<file path="config.mk">
export PLATFORM = sky130hd
export DESIGN_NAME = ntp_reply_clock_offset_flat
export DESIGN_NICKNAME = d
export VERILOG_FILES = /design/src/hw/rtl/nrco_pkg.sv /design/src/hw/rtl/nrco_if.sv /design/src/hw/rtl/ntp_reply_clock_offset.sv /design/src/hw/rtl/nrco_base_calc.sv /design/src/flat_wrapper.sv
export SDC_FILE = /design/constraint.sdc
export NUM_CORES = 2
export LEC_CHECK = 0
export ABC_AREA = 1
export BUFFER_PORTS_ARGS = -buffer_cell sky130_fd_sc_hd__buf_4
export CORE_ASPECT_RATIO = 0.9
export CORE_MARGIN = 2
export CORE_UTILIZATION = 47
export CTS_CLUSTER_SIZE = 40
export DETAILED_ROUTE_END_ITERATION = 12
export GPL_TIMING_DRIVEN = 1
export HOLD_SLACK_MARGIN = 0.12
export PLACE_DENSITY = 0.62
export SETUP_SLACK_MARGIN = 0.1
export SYNTH_ARGS = -nofsm -noshare
export SYNTH_HDL_FRONTEND = slang
export SYNTH_HIERARCHICAL = 1
export SYNTH_SLANG_ARGS = --single-unit
</file>
<file path="constraint.sdc">
create_clock -name clk -period 17.3 [get_ports clk]
set_clock_uncertainty 0.1 [all_clocks]
set_input_delay 2.595 -clock clk [delete_from_list [all_inputs] [get_ports clk]]
set_output_delay 2.595 -clock clk [all_outputs]
set_load 0.01 [all_outputs]
</file>
<file path="src/hw/rtl/nrco_pkg.sv">
// Shared types, widths and constants for the NTP reply clock offset block.
package nrco_pkg;

	// Field widths
	localparam int unsigned TIME_W  = 32;
	localparam int unsigned MS_W    = 10;
	localparam int unsigned LIMIT_W = 16;
	localparam int unsigned QUOT_W  = 23;
	localparam int unsigned FPROD_W = TIME_W + MS_W;

	// Conversion constants
	localparam logic [TIME_W-1:0]  NTP_UNIX_OFFSET = 32'd2208988800;
	localparam logic [MS_W-1:0]    MS_PER_S        = 10'd1000;
	localparam logic [MS_W-1:0]    MS_MAX          = 10'd999;
	localparam logic [LIMIT_W-1:0] LIMIT_RESET     = 16'd100;

	// Reciprocal of 1000 for a 32-bit dividend: q = (n * DIV1000_MAGIC) >> DIV1000_SHIFT
	localparam logic [TIME_W-1:0]  DIV1000_MAGIC   = 32'h10624DD3;
	localparam int unsigned        DIV1000_SHIFT   = 38;

	// Event kinds carried in the action field
	typedef enum logic {
		ACT_REQUEST = 1'b0,
		ACT_REPLY   = 1'b1
	} action_t;

	// Result status codes
	typedef enum logic [1:0] {
		ST_REQUEST_RECORDED = 2'd0,
		ST_REPLY_IGNORED    = 2'd1,
		ST_REPLY_TOO_SLOW   = 2'd2,
		ST_TIME_UPDATED     = 2'd3
	} status_t;

	// Operands for the epoch base calculation
	typedef struct packed {
		logic [TIME_W-1:0] unix_sec;
		logic [QUOT_W-1:0] quot;
		logic [MS_W-1:0]   now_lo;
		logic [MS_W-1:0]   frac_ms;
	} conv_in_t;

	// Epoch base produced by the calculation
	typedef struct packed {
		logic [TIME_W-1:0] seconds;
		logic [MS_W-1:0]   millis;
	} conv_out_t;

endpackage

</file>
<file path="src/hw/rtl/nrco_if.sv">
// Handshake channels for events into and results out of the offset block.
interface nrco_event_if;
	import nrco_pkg::*;

	logic              valid;
	logic              ready;
	action_t           action;
	logic [TIME_W-1:0] now_ms;
	logic [TIME_W-1:0] ntp_seconds;
	logic [TIME_W-1:0] ntp_fraction;

	modport source (output valid, action, now_ms, ntp_seconds, ntp_fraction, input ready);
	modport sink (input valid, action, now_ms, ntp_seconds, ntp_fraction, output ready);
endinterface

interface nrco_result_if;
	import nrco_pkg::*;

	logic              valid;
	logic              ready;
	status_t           status;
	logic [TIME_W-1:0] round_trip_ms;
	logic [TIME_W-1:0] epoch_seconds;
	logic [MS_W-1:0]   epoch_millis;
	logic              time_known;

	modport source (output valid, status, round_trip_ms, epoch_seconds, epoch_millis, time_known,
		input ready);
	modport sink (input valid, status, round_trip_ms, epoch_seconds, epoch_millis, time_known,
		output ready);
endinterface

</file>
<file path="src/hw/rtl/ntp_reply_clock_offset.sv">
// Top level of the NTP reply clock offset block.
//
//  Channel   Dir  Handshake           Payload
//  events    in   valid / ready       action, now_ms, ntp_seconds, ntp_fraction
//  results   out  valid / ready       status, round_trip_ms, epoch_seconds,
//                                     epoch_millis, time_known
//  limit     in   limit_we (no ready) limit_wdata: round trip limit in ms
//
// Three register stages: input, arithmetic, result. An accepted event passes
// from the input register through the arithmetic register to the result
// register; one event is accepted every cycle while results are taken. The two
// multipliers (divide by 1000 and fraction to ms) sit after the input register;
// the epoch arithmetic sits after them. Each stage moves when the stage behind
// it is empty or moving, so a stalled result holds the pipe and empty stages
// fill up. Reset clears the pipe and all state; the limit returns to 100 ms.
module ntp_reply_clock_offset (
	input  logic                           clk,
	input  logic                           arst_n,
	input  logic                           limit_we,
	input  logic [nrco_pkg::LIMIT_W-1:0]   limit_wdata,
	nrco_event_if.sink                     events,
	nrco_result_if.source                  results
);
	import nrco_pkg::*;

	// Configuration and block state
	logic [LIMIT_W-1:0] limit_q;
	logic               pending_q;
	logic [TIME_W-1:0]  req_time_q;
	logic [TIME_W-1:0]  base_sec_q;
	logic [MS_W-1:0]    base_ms_q;
	logic               base_valid_q;

	// Stage 1: registered event
	logic               v_s1;
	action_t            action_s1;
	logic [TIME_W-1:0]  now_s1;
	logic [TIME_W-1:0]  nsec_s1;
	logic [TIME_W-1:0]  nfrac_s1;

	// Stage 2: decision and products
	logic               v_s2;
	status_t            status_s2;
	logic [TIME_W-1:0]  rtt_s2;
	conv_in_t           conv_s2;

	// Stage 3: result register
	logic               v_s3;
	status_t            status_s3;
	logic [TIME_W-1:0]  rtt_s3;
	logic [TIME_W-1:0]  sec_s3;
	logic [MS_W-1:0]    ms_s3;
	logic               known_s3;

	logic               adv1;
	logic               adv2;
	logic               adv3;
	logic [TIME_W-1:0]  rtt_c;
	status_t            status_c;
	logic [2*TIME_W-1:0] quot_prod;
	logic [FPROD_W-1:0] frac_prod;
	logic [MS_W-1:0]    frac_ms_c;
	conv_out_t          base_c;
	logic               update_c;

	// Pipeline flow: a stage moves when the one behind it is free.
	assign adv3         = !v_s3 || results.ready;
	assign adv2         = !v_s2 || adv3;
	assign adv1         = !v_s1 || adv2;
	assign events.ready = adv1;

	// Limit register
	always_ff @(posedge clk or negedge arst_n) begin
		if (!arst_n) begin
			limit_q <= LIMIT_RESET;
		end else if (limit_we) begin
			limit_q <= limit_wdata;
		end
	end

	// Input register
	always_ff @(posedge clk or negedge arst_n) begin
		if (!arst_n) begin
			v_s1 <= 1'b0;
		end else if (adv1) begin
			v_s1 <= events.valid;
		end
	end

	always_ff @(posedge clk) begin
		if (adv1 && events.valid) begin
			action_s1 <= events.action;
			now_s1    <= events.now_ms;
			nsec_s1   <= events.ntp_seconds;
			nfrac_s1  <= events.ntp_fraction;
		end
	end

	// Stage 1 decision against the outstanding request
	assign rtt_c = now_s1 - req_time_q;

	always_comb begin
		priority if (action_s1 == ACT_REQUEST) begin
			status_c = ST_REQUEST_RECORDED;
		end else if (!pending_q) begin
			status_c = ST_REPLY_IGNORED;
		end else if (rtt_c >= TIME_W'(limit_q)) begin
			status_c = ST_REPLY_TOO_SLOW;
		end else begin
			status_c = ST_TIME_UPDATED;
		end
	end

	// Divide by 1000 through the reciprocal, and scale the fraction to ms
	assign quot_prod = (2*TIME_W)'(now_s1) * (2*TIME_W)'(DIV1000_MAGIC);
	assign frac_prod = FPROD_W'(nfrac_s1) * FPROD_W'(MS_PER_S);
	assign frac_ms_c = (frac_prod[FPROD_W-1 -: MS_W] > MS_MAX) ? MS_MAX
		: frac_prod[FPROD_W-1 -: MS_W];

	// Request state moves with the event leaving stage 1
	always_ff @(posedge clk or negedge arst_n) begin
		if (!arst_n) begin
			pending_q  <= 1'b0;
			req_time_q <= '0;
		end else if (v_s1 && adv2) begin
			if (action_s1 == ACT_REQUEST) begin
				pending_q  <= 1'b1;
				req_time_q <= now_s1;
			end else begin
				pending_q  <= 1'b0;
			end
		end
	end

	// Stage 2 register
	always_ff @(posedge clk or negedge arst_n) begin
		if (!arst_n) begin
			v_s2 <= 1'b0;
		end else if (adv2) begin
			v_s2 <= v_s1;
		end
	end

	always_ff @(posedge clk) begin
		if (adv2 && v_s1) begin
			status_s2        <= status_c;
			rtt_s2           <= (action_s1 == ACT_REPLY && pending_q) ? rtt_c : '0;
			conv_s2.unix_sec <= nsec_s1 - NTP_UNIX_OFFSET;
			conv_s2.quot     <= quot_prod[DIV1000_SHIFT +: QUOT_W];
			conv_s2.now_lo   <= now_s1[MS_W-1:0];
			conv_s2.frac_ms  <= frac_ms_c;
		end
	end

	// Epoch base arithmetic
	nrco_base_calc u_base_calc (
		.conv (conv_s2),
		.base (base_c)
	);

	assign update_c = v_s2 && adv3 && (status_s2 == ST_TIME_UPDATED);

	// Stored epoch base
	always_ff @(posedge clk or negedge arst_n) begin
		if (!arst_n) begin
			base_sec_q   <= '0;
			base_ms_q    <= '0;
			base_valid_q <= 1'b0;
		end else if (update_c) begin
			base_sec_q   <= base_c.seconds;
			base_ms_q    <= base_c.millis;
			base_valid_q <= 1'b1;
		end
	end

	// Result register
	always_ff @(posedge clk or negedge arst_n) begin
		if (!arst_n) begin
			v_s3 <= 1'b0;
		end else if (adv3) begin
			v_s3 <= v_s2;
		end
	end

	always_ff @(posedge clk) begin
		if (adv3 && v_s2) begin
			status_s3 <= status_s2;
			rtt_s3    <= rtt_s2;
			sec_s3    <= update_c ? base_c.seconds : base_sec_q;
			ms_s3     <= update_c ? base_c.millis : base_ms_q;
			known_s3  <= update_c || base_valid_q;
		end
	end

	assign results.valid         = v_s3;
	assign results.status        = status_s3;
	assign results.round_trip_ms = rtt_s3;
	assign results.epoch_seconds = sec_s3;
	assign results.epoch_millis  = ms_s3;
	assign results.time_known    = known_s3;

endmodule

</file>
<file path="src/hw/rtl/nrco_base_calc.sv">
// Epoch base calculation: Unix seconds and milliseconds at local time zero.
module nrco_base_calc (
	input  nrco_pkg::conv_in_t  conv,
	output nrco_pkg::conv_out_t base
);
	import nrco_pkg::*;

	logic [MS_W-1:0] quot_ms_lo;
	logic [MS_W-1:0] rem_ms;
	logic            borrow;
	logic [MS_W-1:0] millis_adj;

	// Remainder of now_ms by 1000. The true value is below 1024, so only the
	// low ten bits of now_ms and of quot*1000 are needed.
	assign quot_ms_lo = MS_W'(conv.quot[MS_W-1:0] * MS_PER_S);
	assign rem_ms     = conv.now_lo - quot_ms_lo;

	// Borrow one second when the reply milliseconds fall below the local ones.
	assign borrow     = conv.frac_ms < rem_ms;
	assign millis_adj = borrow ? MS_PER_S : '0;

	// The result lies in 0..999, so a ten-bit wrapping sum is exact.
	assign base.millis  = conv.frac_ms - rem_ms + millis_adj;
	assign base.seconds = conv.unix_sec - TIME_W'(conv.quot) - TIME_W'(borrow);

endmodule
</file>
<file path="src/flat_wrapper.sv">
// flat-port wrapper written by rule: the top's interface ports become plain ports
module ntp_reply_clock_offset_flat import nrco_pkg::*;
  (clk, arst_n, limit_we, limit_wdata, events_valid, events_action, events_now_ms, events_ntp_seconds, events_ntp_fraction, events_ready, results_valid, results_status, results_round_trip_ms, results_epoch_seconds, results_epoch_millis, results_time_known, results_ready);
  nrco_event_if events_i ();
  nrco_result_if results_i ();
  input  logic clk;
  input  logic arst_n;
  input  logic limit_we;
  input  logic [nrco_pkg::LIMIT_W-1:0] limit_wdata;
  input wire logic [$bits(events_i.valid)-1:0] events_valid;
  input wire logic [$bits(events_i.action)-1:0] events_action;
  input wire logic [$bits(events_i.now_ms)-1:0] events_now_ms;
  input wire logic [$bits(events_i.ntp_seconds)-1:0] events_ntp_seconds;
  input wire logic [$bits(events_i.ntp_fraction)-1:0] events_ntp_fraction;
  output wire logic [$bits(events_i.ready)-1:0] events_ready;
  output wire logic [$bits(results_i.valid)-1:0] results_valid;
  output wire logic [$bits(results_i.status)-1:0] results_status;
  output wire logic [$bits(results_i.round_trip_ms)-1:0] results_round_trip_ms;
  output wire logic [$bits(results_i.epoch_seconds)-1:0] results_epoch_seconds;
  output wire logic [$bits(results_i.epoch_millis)-1:0] results_epoch_millis;
  output wire logic [$bits(results_i.time_known)-1:0] results_time_known;
  input wire logic [$bits(results_i.ready)-1:0] results_ready;
  assign events_i.valid = events_valid;
  assign events_i.action = events_action;
  assign events_i.now_ms = events_now_ms;
  assign events_i.ntp_seconds = events_ntp_seconds;
  assign events_i.ntp_fraction = events_ntp_fraction;
  assign events_ready = events_i.ready;
  assign results_valid = results_i.valid;
  assign results_status = results_i.status;
  assign results_round_trip_ms = results_i.round_trip_ms;
  assign results_epoch_seconds = results_i.epoch_seconds;
  assign results_epoch_millis = results_i.epoch_millis;
  assign results_time_known = results_i.time_known;
  assign results_i.ready = results_ready;
  ntp_reply_clock_offset u_core (.clk(clk), .arst_n(arst_n), .limit_we(limit_we), .limit_wdata(limit_wdata), .events(events_i), .results(results_i));
endmodule
</file>
# After elaboration in Yosys (flattened, before gate mapping)
# Cells that the tools add are included.
[classes] eq_ne=1 bitwise_logic=1 reduce_logical=14 muxes=6 order_cmp=3 mul=3 n_addsub=7
[ops] operator="$mul A32 B29 Y61 const B" count=1
[ops] operator="$mul A32 B7 Y39 const B" count=1
[ops] operator="$ge A32 B16 Y1" count=1
[ops] operator="$mux W32" count=1
[ops] operator="$sub A32 B1 Y32" count=1
[ops] operator="$sub A32 B23 Y32" count=1
[ops] operator="$sub A32 B32 Y32" count=1
[ops] operator="$sub A32 B32 Y32 const B" count=1
[ops] operator="$mux W10" count=2
[ops] operator="$sub A10 B10 Y10" count=2
[ops] operator="$add A10 B10 Y10" count=1
[ops] operator="$gt A10 B10 Y1 const B" count=1
[ops] operator="$lt A10 B10 Y1" count=1
[ops] operator="$mul A10 B7 Y7 const B" count=1
[ops] operator="$logic_and A1 B1 Y1" count=5
[ops] operator="$logic_or A1 B1 Y1" count=4
[ops] operator="$reduce_and A2 Y1" count=2
[ops] operator="$logic_not A1 Y1" count=3
[ops] operator="$mux W1" count=3
[ops] operator="$eq A2 B2 Y1 const B" count=1
[ops] operator="$not A1 Y1" count=1
[totals] output_inout_bits=79 in_bits=118 regBits=378 wordCells=60

# Depth between registers and ports, before layout
[depth] word_depth=6 depth_mapped=42 mapped_depth_nobuf=42

# By module
# The synthesis kept the hierarchy.
[by_module_without_submodules] module="ntp_reply_clock_offset" instances=1 cells_per_inst=3745 area_each_um2=36398.7 seq_area_each_um2=10879.2
[by_module_without_submodules] module="nrco_base_calc" instances=1 cells_per_inst=753 area_each_um2=4242.8 seq_area_each_um2=0.0

# Least setup slack after synthesis
# Ideal clock, no wire load.
[synth_path] path_type="input-to-reg" start="in results_ready" end="reg u_core.ms_s3[0], in the netlist u_core/results.epoch_millis[0], data pin" setup_slack_ps=8731 cell_stages=5 setup_time_ps=263 n_path_buf=1 required_time_ps=16937 arrival_ps=8207 cell_sequence="inv_1 a21oi_1 nand3_1 clkbuf_1 mux2_2"
[synth_via] elab_chain_cells=4
[synth_rtl] element="start: declaration" line_no="flat_wrapper.sv:22" rtl="input wire logic [$bits(results_i.ready)-1:0] results_ready;"
[synth_rtl] element="$logic_or A1 B1 Y1" line_no="ntp_reply_clock_offset.sv:67" rtl="assign adv3 = !v_s3 || results.ready;"
[synth_rtl] element="$logic_and A1 B1 Y1 (2 in series)" line_no="ntp_reply_clock_offset.sv:161" rtl="assign update_c = v_s2 && adv3 && (status_s2 == ST_TIME_UPDATED);"
[synth_rtl] element="$mux W10" line_no="ntp_reply_clock_offset.sv:190" rtl="ms_s3 <= update_c ? base_c.millis : base_ms_q;"
[synth_rtl] element="end signal: assignment" line_no="ntp_reply_clock_offset.sv:190"
[synth_rtl] element="end: declaration" line_no="ntp_reply_clock_offset.sv:52" rtl="logic [MS_W-1:0] ms_s3;"
# Every way passes these cells.
# A chain may end at the register's enable or synchronous reset.

==> results.yml <==
place:
  gp_congestion: 0.942
  io_buffers: 196
  dp_hpwl_um: 87000
grt:
  first_global_vias: 30200
  grt_pass1_wl_um: 167000
  gr-usage-met3_pct: 3.75
  grt_use_total_pct: 24.3
  antenna_found_initial: 2
  grt_start_max_net_pins: 70
  overflow: 0
  gr-usage-met1_pct: 34.9
  use_met2_pct: 38.5
  grt_busiest_layer: "met2"
setup_path:
  cp_max_fo: 5
  cp_data_arrival_time_ns: 7.47
  crit_family: "adder cells"
  cp_num_buf_inv: 6
  worstPathRequired_ns: 17.56
  critPathMaxStageDelay_ns: 0.52
  slowest_stage: "fa_1"
  worstSetupStartpoint: "u_core/conv_s2[20]$_DFFE_PP_"
  crit_path_frequent_cell: "nand2_1"
  start_kind: "flop"
  r2r-start: "u_core/conv_s2[20]$_DFFE_PP_"
  critPathKind: "flop to flop"
  cp-end-kind: "flop"
cts:
  cts_buffers: 46
  cts_tree: "built"
  postCtsSetupBuffers: 0
  root_buffer: "clkbuf_16"
  ctsHoldBuffers: 0
  htreeDepth: 2
  worstSkewPairLatency_ns: 0.61
  cts.clk_slew.worst_paths_ns: 0.06
  cts.sinks: 378
  cts_buffer_depth: 3
  cts.repair.resized: 0
sta:
  min_period_ns: 7.21
  worst_pin_slew_ns: 1.02
  hold_violations: 0
  max_freq_mhz: 139
  tns_ns: 0
  slew_headroom_pct: 32.1
  post-route-period-util_pct: 41.7
  rsz0062_at_grt: "false"
  setup_viol: 0
  final_max_slew_viol_count: 0
yosys:
  synth_nets: 5645
  synth_area_mm2: 0.0406
  synth_compound_area_share_pct: 5.30
  synth_warnings: 6
  postSynthCellCount: 4498
  ys_seq_area_share_pct: 26.8
  synth_top_area_cell: "fa_1"
  synth-edff-count: 283
  synth_top_area_share_pct: 21.1
  synthMuxAreaShare_pct: 1.19
  synth_xor_area_share_pct: 1.87
  synth.distinct_cells: 52
  yosys.area_share.simple_pct: 13.9
  synthTopCellsByArea: "fa_1 (21%), edfxtp_1 (21%), ha_1 (19%)"
  yosys_register_bits: 378
  async_flop_share_pct: 25.1
  ys.flop_type: "edfxtp_1"
  synth-adder-area-share_pct: 39.6
  avgSynthCellArea_um2: 9.04
  synth_top_family_by_area: "adder cells"
routing:
  wl_per_cell_um: 17.7
  vias: 29300
  first_pass_iters: 6
  wirelength_um: 105000
  first_iter_violations: 1618
  vias_per_cell: 4.95
  antenna_left: 0
  drc: 0
finish:
  fin_util_pct: 52.8
  syn_to_final_growth_pct: 11.5
  nNetsFinal: 5893
  nFillCells: 8088
  multiInputGateArea_mm2: 0.0251
  drive_gt1_share_pct: 8.97
  seq_area_mm2: 0.0109
floorplanning:
  core.rowCount: 102
  core-area_mm2: 0.0859
  start_util_pct: 47.3
  die-height_um: 283
  dieArea_mm2: 0.0888
  fp.dieW_um: 314
  io_pins: 197
min_path:
  worst_hold_path_type: "flop to flop"
  hold_start: "u_core/rtt_s2[9]$_SDFFCE_PN0P_"
run:
  cap_violations: 0
outcome:
  outcome: "complete, no violations"
## registers in the layout, indices dropped and copies added (netlist names), 2 cells and up
signal,flops
u_core/base_ms_q,10
u_core/base_sec_q,32
u_core/conv_s2,75
u_core/limit_q,16
u_core/nfrac_s1,32
u_core/now_s1,32
u_core/nsec_s1,32
u_core/req_time_q,32
u_core/results.epoch_millis,10
u_core/results.epoch_seconds,32
u_core/results.round_trip_ms,32
u_core/results.status,2
u_core/rtt_s2,32
u_core/status_s2,2
## per-stage QoR
step	cells	worst slack [ns]	instance area (um2)	hold WS, ns
finish	5930	10.09	45300	0.307
global route	5928	9.58	45300	0.327
CTS	5927	10.06	45300	0.302
detailed placement	5842	10.07	43700	0.305
global placement	5842	10.13	43700	0.300
floorplan	4498	8.73	40600	0.300
## worst paths after layout
check / to / slack (ns) / cells after the start
worst min register to register: u_core/results.round_trip_ms[9]$_DFFE_PP_ / 0.31 / 0
worst max-delay path: u_core/results.epoch_seconds[26]$_DFFE_PP_ / 10.09 / 41
max in group asynchronous: u_core/base_sec_q[19]$_DFF_PN0_ / 13.96 / 2
worst max register to register: u_core/results.epoch_seconds[26]$_DFFE_PP_ / 10.09 / 41
worst min-delay path: u_core/results.round_trip_ms[9]$_DFFE_PP_ / 0.31 / 0
min in group asynchronous: u_core/results.valid$_DFFE_PN0P_ / 1.87 / 1
## synth_stat cells, types with 8 or more instances
cell type,count
a21o_1,19
a21oi_1,193
a31oi_1,27
and2_1,8
clkbuf_1,16
dfrtp_1,92
edfxtp_1,283
fa_1,428
ha_1,601
inv_1,1198
inv_2,17
mux2_2,43
nand2_1,810
nand2_2,29
nand3_1,112
nand3b_1,11
nand4_1,32
nor2_1,247
nor2_2,13
nor3_1,28
nor4_1,16
o211ai_1,8
o21ai_0,105
o21bai_1,11
xnor2_1,19
xor2_1,68
## logic make-up after synthesis
group                    after synthesis
XOR/XNOR                              87
multiplexers                          43
AND/OR/NAND/NOR                     1336
buffers and inverters               1235
flip-flops                           378
AO/OA/AOI/OAI                        390
adder cells (fa/ha/maj)             1029
## final cells by class
class	count	area share, %
Multi-Input combinational cell	2885	55.5
Sequential cell	378	24.0
Inverter	1217	10.1
Timing Repair Buffer	218	3.61
Tap cell	1144	3.16
Clock buffer	49	2.56
Clock inverter	36	1.08
Antenna cell	3	0.0166
## routing by layer
metal | part of all wire (%) | vias up
li1 | - | 14600
met1 | 47 | 14000
met2 | 45 | 648
met3 | 5.7 | 113
met4 | 2.5 | 0
met5 | 0 | -
## placed cells by master, fill, tap and decap left out, types with 5 or more instances in the layout
| master | Yosys | routed |
|---|---|---|
| nand3_1 | 112 | 111 |
| clkinv_2 | 1 | 7 |
| ha_1 | 601 | 601 |
| clkinvlp_4 | 0 | 5 |
| a21o_1 | 19 | 19 |
| nor3_1 | 28 | 28 |
| inv_1 | 1198 | 1196 |
| o21ai_1 | 5 | 5 |
| nand4_1 | 32 | 32 |
| a31oi_1 | 27 | 27 |
| xor2_1 | 68 | 68 |
| nand3_2 | 7 | 8 |
| and3_1 | 7 | 7 |
| nor4_1 | 16 | 16 |
| nor2_2 | 13 | 13 |
| nor3_2 | 6 | 6 |
| clkbuf_16 | 0 | 46 |
| inv_2 | 17 | 17 |
| nand2_1 | 810 | 809 |
| nand3b_1 | 11 | 11 |
| nand2_2 | 29 | 30 |
| bufinv_16 | 0 | 10 |
| fa_1 | 428 | 428 |
| dfrtp_1 | 92 | 92 |
| a21oi_1 | 193 | 192 |
| o21bai_1 | 11 | 11 |
| and2_1 | 8 | 8 |
| xnor2_1 | 19 | 19 |
| mux2_2 | 43 | 43 |
| o211ai_1 | 8 | 8 |
| nor2_1 | 247 | 247 |
| clkinv_1 | 0 | 7 |
| edfxtp_1 | 283 | 283 |
| buf_4 | 1 | 218 |
| o21ai_0 | 105 | 105 |
Power is left out: the tool's default activity adds up to more than one toggle a clock period on the data nets, which glitch-free logic cannot reach.
